--- config.mk ---
export PLATFORM = sky130hd
export DESIGN_NAME = rgb_to_hsv_converter_flat
export DESIGN_NICKNAME = d
export VERILOG_FILES = /design/src/design/rhc_pkg.sv /design/src/design/rhc_pix_if.sv /design/src/design/rhc_hsv_if.sv /design/src/design/rhc_front.sv /design/src/design/rhc_div_cell.sv /design/src/design/rhc_back.sv /design/src/design/rgb_to_hsv_converter.sv /design/src/flat_wrapper.sv
export SDC_FILE = /design/constraint.sdc
export NUM_CORES = 2
export LEC_CHECK = 0
export ABC_AREA = 1
export BUFFER_PORTS_ARGS = -buffer_cell sky130_fd_sc_hd__clkbuf_2
export CORE_ASPECT_RATIO = 0.6
export CORE_UTILIZATION = 63
export DETAILED_ROUTE_END_ITERATION = 16
export PLACE_DENSITY = 0.8
export SLEW_MARGIN = 20
export SYNTH_ARGS = -nofsm -noshare
export SYNTH_HDL_FRONTEND = slang
export SYNTH_SLANG_ARGS = --single-unit
export TNS_END_PERCENT = 5
--- constraint.sdc ---
create_clock -name clk_i -period 6.2 [get_ports clk_i]
set_input_delay 1.24 -clock clk_i [delete_from_list [all_inputs] [get_ports clk_i]]
set_output_delay 1.24 -clock clk_i [all_outputs]
set_load 0.005 [all_outputs]
--- src/design/rhc_pkg.sv ---
// shared types and constants of the rgb to hsv converter
`timescale 1ns / 1ps

package rhc_pkg;

  localparam int unsigned FRAC_BITS_DEF = 6;

  localparam int unsigned CH_W  = 8;
  localparam int unsigned HUE_W = 15;
  localparam int unsigned PCT_W = 13;

  localparam logic [HUE_W-1:0] HUE_MAX = 15'h7FFF;
  localparam logic [PCT_W-1:0] PCT_MAX = 13'h1FFF;

  // divisor of the value lane
  localparam logic [CH_W-1:0] VAL_DIV = 8'd255;

  typedef enum logic [1:0] {
    SEC_RED,
    SEC_GREEN,
    SEC_BLUE
  } rhc_sector_e;

  typedef struct packed {
    rhc_sector_e     sector;
    logic            neg;
    logic            grey;
    logic [CH_W-1:0] delta;
    logic [CH_W-1:0] maxv;
  } rhc_side_t;

endpackage

--- src/design/rhc_pix_if.sv ---
// pixel input channel
`timescale 1ns / 1ps

interface rhc_pix_if;
  logic                      valid;
  logic                      ready;
  logic [rhc_pkg::CH_W-1:0] red;
  logic [rhc_pkg::CH_W-1:0] green;
  logic [rhc_pkg::CH_W-1:0] blue;

  modport source (output valid, output red, output green, output blue, input ready);
  modport sink   (input valid, input red, input green, input blue, output ready);
endinterface

--- src/design/rhc_hsv_if.sv ---
// hsv result channel
`timescale 1ns / 1ps

interface rhc_hsv_if;
  logic                       valid;
  logic                       ready;
  logic [rhc_pkg::HUE_W-1:0] hue;
  logic [rhc_pkg::PCT_W-1:0] saturation;
  logic [rhc_pkg::PCT_W-1:0] brightness;

  modport source (output valid, output hue, output saturation, output brightness, input ready);
  modport sink   (input valid, input hue, input saturation, input brightness, output ready);
endinterface

--- src/design/rhc_front.sv ---
// input stage: max, min, hue sector and divider operands
`timescale 1ns / 1ps

module rhc_front #(
  parameter int unsigned FRAC_BITS = rhc_pkg::FRAC_BITS_DEF,
  parameter int unsigned QW        = 13,
  parameter int unsigned W         = QW + 9
) (
  input  logic                      clk_i,
  input  logic                      rst_ni,
  input  logic                      valid_i,
  output logic                      ready_o,
  input  logic [rhc_pkg::CH_W-1:0] red_i,
  input  logic [rhc_pkg::CH_W-1:0] green_i,
  input  logic [rhc_pkg::CH_W-1:0] blue_i,
  output logic                      valid_o,
  input  logic                      ready_i,
  output rhc_pkg::rhc_side_t        side_o,
  output logic [W-1:0]              hue_w_o,
  output logic [W-1:0]              sat_w_o,
  output logic [W-1:0]              val_w_o
);

  localparam int unsigned HUE_K = 60 << FRAC_BITS;
  localparam int unsigned PCT_K = 100 << FRAC_BITS;

  logic                      valid_q, valid_d, load;
  rhc_pkg::rhc_side_t        side_q, side_d;
  logic [W-1:0]              hue_w_q, hue_w_d, sat_w_q, sat_w_d, val_w_q, val_w_d;
  logic [rhc_pkg::CH_W-1:0] mx, mn;
  logic signed [rhc_pkg::CH_W:0] diff;
  logic [rhc_pkg::CH_W-1:0] num_abs;
  rhc_pkg::rhc_sector_e      sector;

  assign ready_o = !valid_q || ready_i;
  assign load    = valid_i && ready_o;

  always_comb begin
    mx = red_i;
    mn = red_i;
    if (green_i > mx) mx = green_i;
    if (blue_i > mx) mx = blue_i;
    if (green_i < mn) mn = green_i;
    if (blue_i < mn) mn = blue_i;

    if (red_i >= green_i && red_i >= blue_i) begin
      sector = rhc_pkg::SEC_RED;
      diff   = $signed({1'b0, green_i}) - $signed({1'b0, blue_i});
    end else if (green_i >= blue_i) begin
      sector = rhc_pkg::SEC_GREEN;
      diff   = $signed({1'b0, blue_i}) - $signed({1'b0, red_i});
    end else begin
      sector = rhc_pkg::SEC_BLUE;
      diff   = $signed({1'b0, red_i}) - $signed({1'b0, green_i});
    end
    num_abs = diff[rhc_pkg::CH_W] ? rhc_pkg::CH_W'(-diff) : diff[rhc_pkg::CH_W-1:0];

    side_d.sector = sector;
    side_d.neg    = diff[rhc_pkg::CH_W];
    side_d.delta  = mx - mn;
    side_d.grey   = (mx == mn);
    side_d.maxv   = mx;

    hue_w_d = W'(HUE_K) * {{(W-rhc_pkg::CH_W){1'b0}}, num_abs};
    sat_w_d = W'(PCT_K) * {{(W-rhc_pkg::CH_W){1'b0}}, side_d.delta};
    val_w_d = W'(PCT_K) * {{(W-rhc_pkg::CH_W){1'b0}}, mx};
  end

  always_comb begin
    valid_d = valid_q;
    if (load) begin
      valid_d = 1'b1;
    end else if (ready_i) begin
      valid_d = 1'b0;
    end
  end

  always_ff @(posedge clk_i or negedge rst_ni) begin
    if (!rst_ni) begin
      valid_q <= 1'b0;
    end else begin
      valid_q <= valid_d;
    end
  end

  always_ff @(posedge clk_i) begin
    if (load) begin
      side_q  <= side_d;
      hue_w_q <= hue_w_d;
      sat_w_q <= sat_w_d;
      val_w_q <= val_w_d;
    end
  end

  assign valid_o = valid_q;
  assign side_o  = side_q;
  assign hue_w_o = hue_w_q;
  assign sat_w_o = sat_w_q;
  assign val_w_o = val_w_q;

endmodule

--- src/design/rhc_div_cell.sv ---
// one restoring division step for the hue, saturation and value lanes
`timescale 1ns / 1ps

module rhc_div_cell #(
  parameter int unsigned QW = 13,
  parameter int unsigned W  = QW + 9
) (
  input  logic               clk_i,
  input  logic               rst_ni,
  input  logic               valid_i,
  output logic               ready_o,
  input  rhc_pkg::rhc_side_t side_i,
  input  logic [W-1:0]       hue_w_i,
  input  logic [W-1:0]       sat_w_i,
  input  logic [W-1:0]       val_w_i,
  output logic               valid_o,
  input  logic               ready_i,
  output rhc_pkg::rhc_side_t side_o,
  output logic [W-1:0]       hue_w_o,
  output logic [W-1:0]       sat_w_o,
  output logic [W-1:0]       val_w_o
);

  // remainder in the top bits, dividend bits shift out as quotient bits shift in
  function automatic logic [W-1:0] div_step(input logic [W-1:0] w,
                                            input logic [rhc_pkg::CH_W-1:0] d);
    logic [W-1:0] t;
    logic [8:0]   top;
    t   = w << 1;
    top = t[W-1:QW];
    if (top >= {1'b0, d}) begin
      t[W-1:QW] = top - {1'b0, d};
      t[0]      = 1'b1;
    end
    return t;
  endfunction

  logic               valid_q, valid_d, load;
  rhc_pkg::rhc_side_t side_q;
  logic [W-1:0]       hue_w_q, sat_w_q, val_w_q;

  assign ready_o = !valid_q || ready_i;
  assign load    = valid_i && ready_o;

  always_comb begin
    valid_d = valid_q;
    if (load) begin
      valid_d = 1'b1;
    end else if (ready_i) begin
      valid_d = 1'b0;
    end
  end

  always_ff @(posedge clk_i or negedge rst_ni) begin
    if (!rst_ni) begin
      valid_q <= 1'b0;
    end else begin
      valid_q <= valid_d;
    end
  end

  always_ff @(posedge clk_i) begin
    if (load) begin
      side_q  <= side_i;
      hue_w_q <= div_step(hue_w_i, side_i.delta);
      sat_w_q <= div_step(sat_w_i, side_i.maxv);
      val_w_q <= div_step(val_w_i, rhc_pkg::VAL_DIV);
    end
  end

  assign valid_o = valid_q;
  assign side_o  = side_q;
  assign hue_w_o = hue_w_q;
  assign sat_w_o = sat_w_q;
  assign val_w_o = val_w_q;

endmodule

--- src/design/rhc_back.sv ---
// output stage: hue sector offset, wrap, grey case and field limits
`timescale 1ns / 1ps

module rhc_back #(
  parameter int unsigned FRAC_BITS = rhc_pkg::FRAC_BITS_DEF,
  parameter int unsigned QW        = 13,
  parameter int unsigned W         = QW + 9
) (
  input  logic                       clk_i,
  input  logic                       rst_ni,
  input  logic                       valid_i,
  output logic                       ready_o,
  input  rhc_pkg::rhc_side_t         side_i,
  input  logic [W-1:0]               hue_w_i,
  input  logic [W-1:0]               sat_w_i,
  input  logic [W-1:0]               val_w_i,
  output logic                       valid_o,
  input  logic                       ready_i,
  output logic [rhc_pkg::HUE_W-1:0] hue_o,
  output logic [rhc_pkg::PCT_W-1:0] saturation_o,
  output logic [rhc_pkg::PCT_W-1:0] brightness_o
);

  localparam int unsigned HW  = $clog2((360 << FRAC_BITS) + 1);
  localparam int unsigned HCW = (HW > rhc_pkg::HUE_W) ? HW : rhc_pkg::HUE_W;
  localparam int unsigned PCW = (QW > rhc_pkg::PCT_W) ? QW : rhc_pkg::PCT_W;
  localparam logic [HW-1:0] H120 = HW'(120 << FRAC_BITS);
  localparam logic [HW-1:0] H240 = HW'(240 << FRAC_BITS);
  localparam logic [HW-1:0] H360 = HW'(360 << FRAC_BITS);

  logic                       valid_q, valid_d, load;
  logic [rhc_pkg::HUE_W-1:0] hue_q, hue_d;
  logic [rhc_pkg::PCT_W-1:0] sat_q, sat_d, val_q, val_d;
  logic [HW-1:0]              c, hue_full;
  logic [HCW-1:0]             hue_ext;
  logic [PCW-1:0]             sat_ext, val_ext;

  assign ready_o = !valid_q || ready_i;
  assign load    = valid_i && ready_o;

  always_comb begin
    // negative offsets round up, so the sum rounds down
    c = HW'(hue_w_i[QW-1:0])
      + HW'(side_i.neg && (hue_w_i[W-1:QW] != '0));
    unique case (side_i.sector)
      rhc_pkg::SEC_RED:   hue_full = side_i.neg ? H360 - c : c;
      rhc_pkg::SEC_GREEN: hue_full = side_i.neg ? H120 - c : H120 + c;
      rhc_pkg::SEC_BLUE:  hue_full = side_i.neg ? H240 - c : H240 + c;
      default:            hue_full = '0;
    endcase
    hue_ext = HCW'(hue_full);
    sat_ext = PCW'(sat_w_i[QW-1:0]);
    val_ext = PCW'(val_w_i[QW-1:0]);

    hue_d = (hue_ext > HCW'(rhc_pkg::HUE_MAX)) ? rhc_pkg::HUE_MAX
                                                : hue_ext[rhc_pkg::HUE_W-1:0];
    sat_d = (sat_ext > PCW'(rhc_pkg::PCT_MAX)) ? rhc_pkg::PCT_MAX
                                                : sat_ext[rhc_pkg::PCT_W-1:0];
    val_d = (val_ext > PCW'(rhc_pkg::PCT_MAX)) ? rhc_pkg::PCT_MAX
                                                : val_ext[rhc_pkg::PCT_W-1:0];
    if (side_i.grey) begin
      hue_d = '0;
      sat_d = '0;
    end
  end

  always_comb begin
    valid_d = valid_q;
    if (load) begin
      valid_d = 1'b1;
    end else if (ready_i) begin
      valid_d = 1'b0;
    end
  end

  always_ff @(posedge clk_i or negedge rst_ni) begin
    if (!rst_ni) begin
      valid_q <= 1'b0;
    end else begin
      valid_q <= valid_d;
    end
  end

  always_ff @(posedge clk_i) begin
    if (load) begin
      hue_q <= hue_d;
      sat_q <= sat_d;
      val_q <= val_d;
    end
  end

  assign valid_o      = valid_q;
  assign hue_o        = hue_q;
  assign saturation_o = sat_q;
  assign brightness_o = val_q;

endmodule

--- src/design/rgb_to_hsv_converter.sv ---
// rgb to hsv converter top level: input stage, divider cell row, output stage
//
//  channel  | dir | payload                        | transfer when
//  pix_i    | in  | red, green, blue (8 b each)    | pix_i.valid && pix_i.ready
//  hsv_o    | out | hue 15 b, saturation, brightness 13 b | hsv_o.valid && hsv_o.ready
//
// one pixel per cycle unless the output is held; the row has QW division cells, one
// quotient bit each, QW = bits of 100 * 2^FRAC_BITS; every stage has its own valid flag
// and takes a new pixel when it is empty or draining, so bubbles close up; a held result
// stalls the input once every stage is full
// reset clears all stage valid flags; payload registers are not reset
`timescale 1ns / 1ps

module rgb_to_hsv_converter #(
  parameter int unsigned FRAC_BITS = rhc_pkg::FRAC_BITS_DEF
) (
  input logic         clk_i,
  input logic         rst_ni,
  rhc_pix_if.sink     pix_i,
  rhc_hsv_if.source   hsv_o
);

  localparam int unsigned QW = $clog2((100 << FRAC_BITS) + 1);
  localparam int unsigned W  = QW + 9;

  logic               valid [QW+1];
  logic               ready [QW+1];
  rhc_pkg::rhc_side_t side  [QW+1];
  logic [W-1:0]       hue_w [QW+1];
  logic [W-1:0]       sat_w [QW+1];
  logic [W-1:0]       val_w [QW+1];

  rhc_front #(.FRAC_BITS(FRAC_BITS), .QW(QW), .W(W)) u_front (
    .clk_i   (clk_i),
    .rst_ni  (rst_ni),
    .valid_i (pix_i.valid),
    .ready_o (pix_i.ready),
    .red_i   (pix_i.red),
    .green_i (pix_i.green),
    .blue_i  (pix_i.blue),
    .valid_o (valid[0]),
    .ready_i (ready[0]),
    .side_o  (side[0]),
    .hue_w_o (hue_w[0]),
    .sat_w_o (sat_w[0]),
    .val_w_o (val_w[0])
  );

  for (genvar k = 0; k < QW; k++) begin : g_cell
    rhc_div_cell #(.QW(QW), .W(W)) u_cell (
      .clk_i   (clk_i),
      .rst_ni  (rst_ni),
      .valid_i (valid[k]),
      .ready_o (ready[k]),
      .side_i  (side[k]),
      .hue_w_i (hue_w[k]),
      .sat_w_i (sat_w[k]),
      .val_w_i (val_w[k]),
      .valid_o (valid[k+1]),
      .ready_i (ready[k+1]),
      .side_o  (side[k+1]),
      .hue_w_o (hue_w[k+1]),
      .sat_w_o (sat_w[k+1]),
      .val_w_o (val_w[k+1])
    );
  end

  rhc_back #(.FRAC_BITS(FRAC_BITS), .QW(QW), .W(W)) u_back (
    .clk_i        (clk_i),
    .rst_ni       (rst_ni),
    .valid_i      (valid[QW]),
    .ready_o      (ready[QW]),
    .side_i       (side[QW]),
    .hue_w_i      (hue_w[QW]),
    .sat_w_i      (sat_w[QW]),
    .val_w_i      (val_w[QW]),
    .valid_o      (hsv_o.valid),
    .ready_i      (hsv_o.ready),
    .hue_o        (hsv_o.hue),
    .saturation_o (hsv_o.saturation),
    .brightness_o (hsv_o.brightness)
  );

  // accepted pixel lands in the input stage
  a_front_load: assert property (@(posedge clk_i) disable iff (!rst_ni)
    pix_i.valid && pix_i.ready |=> valid[0])
    else $error("accepted pixel missing from input stage");

  // grey pixel leaves with zero hue and saturation
  a_grey_out: assert property (@(posedge clk_i) disable iff (!rst_ni)
    valid[QW] && ready[QW] && side[QW].grey |=>
      hsv_o.valid && hsv_o.hue == '0 && hsv_o.saturation == '0)
    else $error("grey pixel gave nonzero hue or saturation");

  // quotients from the cell row stay within full scale
  a_quot_bound: assert property (@(posedge clk_i) disable iff (!rst_ni)
    valid[QW] && !side[QW].grey |->
      sat_w[QW][QW-1:0] <= QW'(100 << FRAC_BITS)
      && val_w[QW][QW-1:0] <= QW'(100 << FRAC_BITS)
      && hue_w[QW][QW-1:0] <= QW'(60 << FRAC_BITS))
    else $error("division quotient out of range");

endmodule
--- src/flat_wrapper.sv ---
// flat-port wrapper written by rule: the top's interface ports become plain ports
module rgb_to_hsv_converter_flat 
#(
  parameter int unsigned FRAC_BITS = rhc_pkg::FRAC_BITS_DEF
)
  (clk_i, rst_ni, pix_i_valid, pix_i_red, pix_i_green, pix_i_blue, pix_i_ready, hsv_o_valid, hsv_o_hue, hsv_o_saturation, hsv_o_brightness, hsv_o_ready);
  rhc_pix_if pix_i_i ();
  rhc_hsv_if hsv_o_i ();
  input logic clk_i;
  input logic rst_ni;
  input wire logic [$bits(pix_i_i.valid)-1:0] pix_i_valid;
  input wire logic [$bits(pix_i_i.red)-1:0] pix_i_red;
  input wire logic [$bits(pix_i_i.green)-1:0] pix_i_green;
  input wire logic [$bits(pix_i_i.blue)-1:0] pix_i_blue;
  output wire logic [$bits(pix_i_i.ready)-1:0] pix_i_ready;
  output wire logic [$bits(hsv_o_i.valid)-1:0] hsv_o_valid;
  output wire logic [$bits(hsv_o_i.hue)-1:0] hsv_o_hue;
  output wire logic [$bits(hsv_o_i.saturation)-1:0] hsv_o_saturation;
  output wire logic [$bits(hsv_o_i.brightness)-1:0] hsv_o_brightness;
  input wire logic [$bits(hsv_o_i.ready)-1:0] hsv_o_ready;
  assign pix_i_i.valid = pix_i_valid;
  assign pix_i_i.red = pix_i_red;
  assign pix_i_i.green = pix_i_green;
  assign pix_i_i.blue = pix_i_blue;
  assign pix_i_ready = pix_i_i.ready;
  assign hsv_o_valid = hsv_o_i.valid;
  assign hsv_o_hue = hsv_o_i.hue;
  assign hsv_o_saturation = hsv_o_i.saturation;
  assign hsv_o_brightness = hsv_o_i.brightness;
  assign hsv_o_i.ready = hsv_o_ready;
  rgb_to_hsv_converter #(.FRAC_BITS(FRAC_BITS)) u_core (.clk_i(clk_i), .rst_ni(rst_ni), .pix_i(pix_i_i), .hsv_o(hsv_o_i));
endmodule
Yosys cells after proc, flatten, opt, wreduce, memory -nomap -nowiden
Cells that the tools add are included.
Widths: inputs -> output; s select.
{"block": "totals", "register_bits": 958, "output_inout_bits": 43, "elab_cells": 437}
{"block": "op_classes", "order_cmp": 49, "mux": 120, "addsub": 48, "multipliers": 3, "eq_ne": 3, "reduce_logical": 64}
{"op": "$mux 8", "count": 41}
{"op": "$ge 9x8->1", "count": 25}
{"op": "$sub 8x8->8", "count": 25}
{"op": "$ge 9x8->1 const B", "count": 13}
{"op": "$sub 8x8->8 const B", "count": 12}
{"op": "$mux 1", "count": 69}
{"op": "$mux 15", "count": 4}
{"op": "$pmux 15 s3", "count": 1}
{"op": "$ge 8x8->1", "count": 4}
{"op": "$reduce_bool 2->1", "count": 15}
{"op": "$mux 9", "count": 3}
{"op": "$sub 8x8->9", "count": 3}
{"op": "$gt 13x13->1 const B", "count": 2}
{"op": "$mul 5x8->13 const A", "count": 2}
{"op": "$logic_and 1x1->1", "count": 17}
{"op": "$gt 8x8->1", "count": 2}
{"op": "$lt 8x8->1", "count": 2}
{"op": "$add 13x14->15 const A", "count": 1}
{"op": "$add 14x14->15 const A", "count": 1}
{"op": "$gt 15x15->1 const B", "count": 1}
{"op": "$logic_not 1->1", "count": 15}
{"op": "$logic_or 1x1->1", "count": 15}
{"op": "$sub 13x14->15 const A", "count": 1}
{"op": "$sub 14x14->15 const A", "count": 1}
{"op": "12 further kinds", "count": 12}

Longest topological paths before layout
{"block": "depth", "depth_word": 18, "mapped_depth": 47, "depth_no_buf": 46}

Cells and area by module
Synthesis repeated with hierarchy kept, for this count alone.
{"block": "hier_totals", "cells_unflattened": 6178, "area_unflattened_um2": 63574.7}
{"module": "rhc_div_cell (u_core.g_cell[0].u_cell ...)", "cells_each": 390, "area_per_inst_um2": 4189.0, "instances": 7, "seq_area_each_um2": 2607.5}
{"module": "rhc_div_cell (u_core.g_cell[11].u_cell ...)", "cells_each": 384, "area_per_inst_um2": 4169.0, "instances": 4, "seq_area_each_um2": 2607.5}
{"module": "rhc_front", "cells_each": 753, "area_per_inst_um2": 6407.4, "instances": 1, "seq_area_each_um2": 1586.5}
{"module": "rhc_div_cell (u_core.g_cell[12].u_cell)", "cells_each": 387, "area_per_inst_um2": 4182.8, "instances": 1, "seq_area_each_um2": 2607.5}
{"module": "rhc_div_cell (u_core.g_cell[6].u_cell)", "cells_each": 384, "area_per_inst_um2": 4166.5, "instances": 1, "seq_area_each_um2": 2607.5}
{"module": "rhc_back", "cells_each": 388, "area_per_inst_um2": 2819.0, "instances": 1, "seq_area_each_um2": 1256.2}

Least setup slack after synthesis
Ideal clock, no wire load.
{"block": "synth_timing", "path_kind": "in2reg", "start": "input pix_i_green[7]", "end": "register u_core.u_front.sat_w_q[19], in the netlist u_core.u_front.sat_w_o[19], data pin", "cell_stages": 37, "path_buffers": 2, "t_required_ns": 5.943, "t_arrival_ns": 6.972, "setup_ns": 0.257, "path_slack_ns": -1.029, "path_cell_list": "inv_1 > ha_1 > nand2_1 > nor2_4 > nand3_4 > nand3_2 > clkbuf_1 > nand2_1 > o21ai_0 > inv_1 > ha_1 > nand2_1 > nor2_1 > nand3_1 > nand3b_1 > nand2_4 > buf_2 > nor2_1 > a21oi_1 > ha_1 > a21oi_1 > nand2_1 > xor2_1 > inv_1 > ha_1 > ha_1 > fa_1 > ha_1 > a21oi_1 > nand2_1 > a21oi_1 > inv_1 > a21oi_1 > nor2_1 > o21ai_0 > nand2_1 > xor2_1"}
{"element": "start, declared", "line": "flat_wrapper.sv:13", "rtl": "input wire logic [$bits(pix_i_i.green)-1:0] pix_i_green;"}
{"element": "end signal, assigned", "line": "rhc_front.sv:90", "rtl": "sat_w_q <= sat_w_d;"}
{"element": "end, declared", "line": "rhc_front.sv:29", "rtl": "logic [W-1:0] hue_w_q, hue_w_d, sat_w_q, sat_w_d, val_w_q, val_w_d;"}

==> flow_summary_export.csv <==
group,metric,value,unit
outcome,status,"finished, violations left",
outcome,violations,"setup timing",
timing,slew_headroom,0.372,
synth,ys_top_cells_by_count,"edfxtp_1 (891), inv_1 (576), nand2_1 (462), nor2_1 (349), ha_1 (342)",
global_route,grt.total_usage,0.258,
synth,synthAdderAreaFrac,0.119,
global_route,globalRouteOverflowTotal,0,
clock_network,clock_path_buffers,3,
routing,drt_first_iter_violations,2731,
synth,synth_edf_count,891,
timing,finalSetupViolations,4,
synth,synth_compound_area_frac,0.0662,
critical_path,r2r_end,"u_core.u_back.hue_o[12]",
synth,avgSynthCellArea,11.8,um^2
timing,hold_viol_final,0,
synth,ys_ff_latch,906,
critical_path,critPathMaxFanout,7,
power_and_ir_drop,power_density,591,nW/um^2
synth,synth_ff_type,"edfxtp_1",
place,place_congestion,0.987,
clock_network,cts_inserted_buffers,79,
critical_path,slowest_stage,"fa_1",
global_route,grt_max_degree,70,
clock_network,clkSlewWorstSetupHoldPaths,60,ps
critical_path,crit_path_end_kind,"flip-flop",
synth,synthMuxAreaShare,0.000512,
synth,synth_top_family_by_area,"adder cells",
floorplan,rows,74,
routing,ant_nets,0,
timing,fmax,0.157,GHz
synth,synth-warning-count,0,
routing,vias_per_cell,5.52,
routing,avgRoutedWirePerCell,17.9,um
clock_network,htreeDepth,3,
synth,yosysMostFrequentCell,"edfxtp_1",
critical_path,cpMostUsedCell,"nor2_1",
synth,synthTopCellsByArea,"edfxtp_1 (61%), ha_1 (9.7%), inv_1 (4.9%), nand2_1 (3.9%), xor2_1 (3.3%)",
final_layout,nets,4484,
clock_network,insertion_delay,650,ps
synth,synth_largest_area_cell,"edfxtp_1",
power_and_ir_drop,p_leak,21.4,nW
place,dp_cells,4864,
final_layout,final_core_util,0.735,
final_layout,area_growth,14.4,%
floorplan,core,68500,um^2
critical_path,rr_startpoint,"u_core.g_cell[12].u_cell.side_o[17]",
routing,first_pass_iters,6,
synth,seq_area_frac_synth,0.616,
global_route,grt_pass1_vias,27000,
timing,fin_skew,26.9,ps
hold_path,whs_endpoint,"u_core.g_cell[6].u_cell.val_w_o[4]",
synth,synth_cell_type_count,53,
critical_path,start_kind,"input port",
run,drv_cap,0,
timing,finalMaxSlewViolations,0,
synth,synthCells,3732,
clock_network,tritoncts,"built",
critical_path,reg2reg_slack,1450,ps
timing,timing.final.crit_share,1.03,
final_layout,finalInstanceArea,50400,um^2
synth,syn_nets,4150,
floorplan,fp.dieW,343,um
hold_path,hold_depth,0,
final_layout,fin_cells,5045,
global_route,antenna_found_initial,5,
power_and_ir_drop,ir_worst_vdd,0.000753,V
hold_path,min_from,"u_core.g_cell[5].u_cell.val_w_o[3]",
routing,routed_wl,90300,um
routing,vias,27800,
hold_path,hold_path_class,"flip-flop to flip-flop",
synth,yosys.area_share.simple,0.0999,
timing,layout_setup_ws,-180,ps
synth,synth_xor_area_frac,0.0433,
place,port_buffers,70,
timing,fin_crit,6380,ps
synth,synth_top_area_frac,0.608,
critical_path,r2r_cells,20,
place,placed_area,47100,um^2
floorplan,die-area,71000,um^2
critical_path,crit_arrival,6780,ps
floorplan,io_pins,71,
floorplan,die_h,207,um
synth,synthArstFlopShare,0.0166,
critical_path,critPathKind,"input port to flip-flop",
place,hpwl,63900,um
timing,tightest_slew,942,ps
final_layout,drive_gt1_frac,0.140,
clock_network,clock-root-buffer,"clkbuf_16",
floorplan,start_util,0.642,
global_route,grt_pass1_wl,142000,um
clock_network,cts_sinks,906,
critical_path,cp.required,6600,ps
critical_path,cp_slowest_stage_delay,470,ps
timing,rsz0062_at_grt,"true",
routing,drc,0,
synth,syn_area,44000,um^2
[registers in the layout, summed over array words and instances (netlist names), 10 cells and up]
name / flops
u_core.g_cell.u_cell.hue_w_o: 206
u_core.g_cell.u_cell.sat_w_o: 188
u_core.u_front.val_w_o: 10
u_core.u_front.hue_w_o: 12
u_core.u_front.side_o: 20
u_core.g_cell.u_cell.val_w_o: 160
u_core.u_front.sat_w_o: 10
u_core.g_cell.u_cell.valid_o: 13
u_core.u_back.hue_o: 15
u_core.u_back.saturation_o: 13
u_core.g_cell.u_cell.side_o: 244
u_core.u_back.brightness_o: 13
[area by class of cell]
cell class / count / area, um^2
Tap cell: 912 / 1140
Sequential cell: 906 / 27100
Fill cell: 4302 / 18200
Inverter: 582 / 2190
Timing Repair Buffer: 300 / 2170
Clock buffer: 108 / 2150
Clock inverter: 38 / 338
Antenna cell: 2 / 5.00
Multi-Input combinational cell: 2197 / 15200
[critical path: cells and delay by family]
family	cells	cell delay, ps
simple gates	25	2090
xor+xnor	1	70
buf+inv	5	610
fa+ha+maj	5	1540
compound gates	9	1210
[cell families (layout without fill, tap and decap cells)]
family                   Yosys count  in the layout
AND/OR/NAND/NOR                 1048           1052
flip-flops                       906            906
buffers and inverters            633           1028
AO/OA/AOI/OAI                    537            537
adder cells (fa/ha/maj)          390            390
XOR/XNOR                         216            216
multiplexers                       2              2
other                              0              2
[how the worst max path moves through the flow]
stage / end / slack (ps) / startpoint
after floorplan: u_core.u_front.sat_w_o[20] / -530 / pix_i_green[6]
after global placement: u_core.u_front.sat_w_o[20] / -1010 / pix_i_green[6]
after detailed placement: u_core.u_front.sat_w_o[20] / -1150 / pix_i_green[6]
after CTS: u_core.u_front.sat_w_o[19] / 0.09 / pix_i_green[4]
after global routing: u_core.u_front.sat_w_o[20] / -430 / pix_i_green[6]
final: u_core.u_front.sat_w_o[20] / -180 / pix_i_red[2]
[power breakdown]
part           leakage [nW]  internal, mW  switching [mW]
sequential             8.86          10.0            1.02
combinational          11.4          5.96            7.93
clock                  1.20          2.55            2.24
[routing by layer]
metal	up-vias	part of all wire	GRT usage
met5	-	0	0
met4	0	0.019	0.0584
met3	158	0.090	0.0584
met2	1118	0.44	0.391
met1	13100	0.45	0.381
li1	13500	-	-
[metrics by stage]
step | setup slack, ps | hold slack (ps) | power, mW | TNS, ps
floorplan | -527 | 400 | 19.7 | -1330
global placement | -1010 | 400 | 23.1 | -6710
detailed placement | -1150 | 405 | 23.8 | -8420
CTS | 0.0888 | 412 | 29.3 | 0
global route | -429 | 418 | 31.9 | -1430
finish | -180 | 410 | 29.7 | -427
[cell usage in the layout, fill, tap and decap left out, types with 11 or more instances in the layout]
cell	instances
nand2_4	11
a31oi_1	11
nand2_1	441
o21bai_1	20
o21ai_1	17
nand4_1	41
xor2_1	164
fa_1	47
a211oi_1	15
a21oi_2	12
a21oi_1	217
nand2_2	25
inv_2	24
clkinv_1	12
nor3_1	43
edfxtp_1	891
clkbuf_2	65
nand3_1	90
xnor2_1	49
nor2_1	341
clkbuf_16	80
nor2_2	11
nor4_1	13
clkinv_2	15
o31ai_1	14
ha_1	319
inv_1	554
clkbuf_1	24
o21ai_0	180
ha_4	21
buf_4	221
dfrtp_1	15
o21ai_2	14
[what timing repair did]
item	in CTS	in global routing
hold endpoints to repair	0	0
resized for setup	51	65
setup endpoints to repair	4	9
buffers inserted	24	5
pin swaps	50	61
hold buffers	0	0
gates cloned	4	0
(Power assumes the default switching activity.)
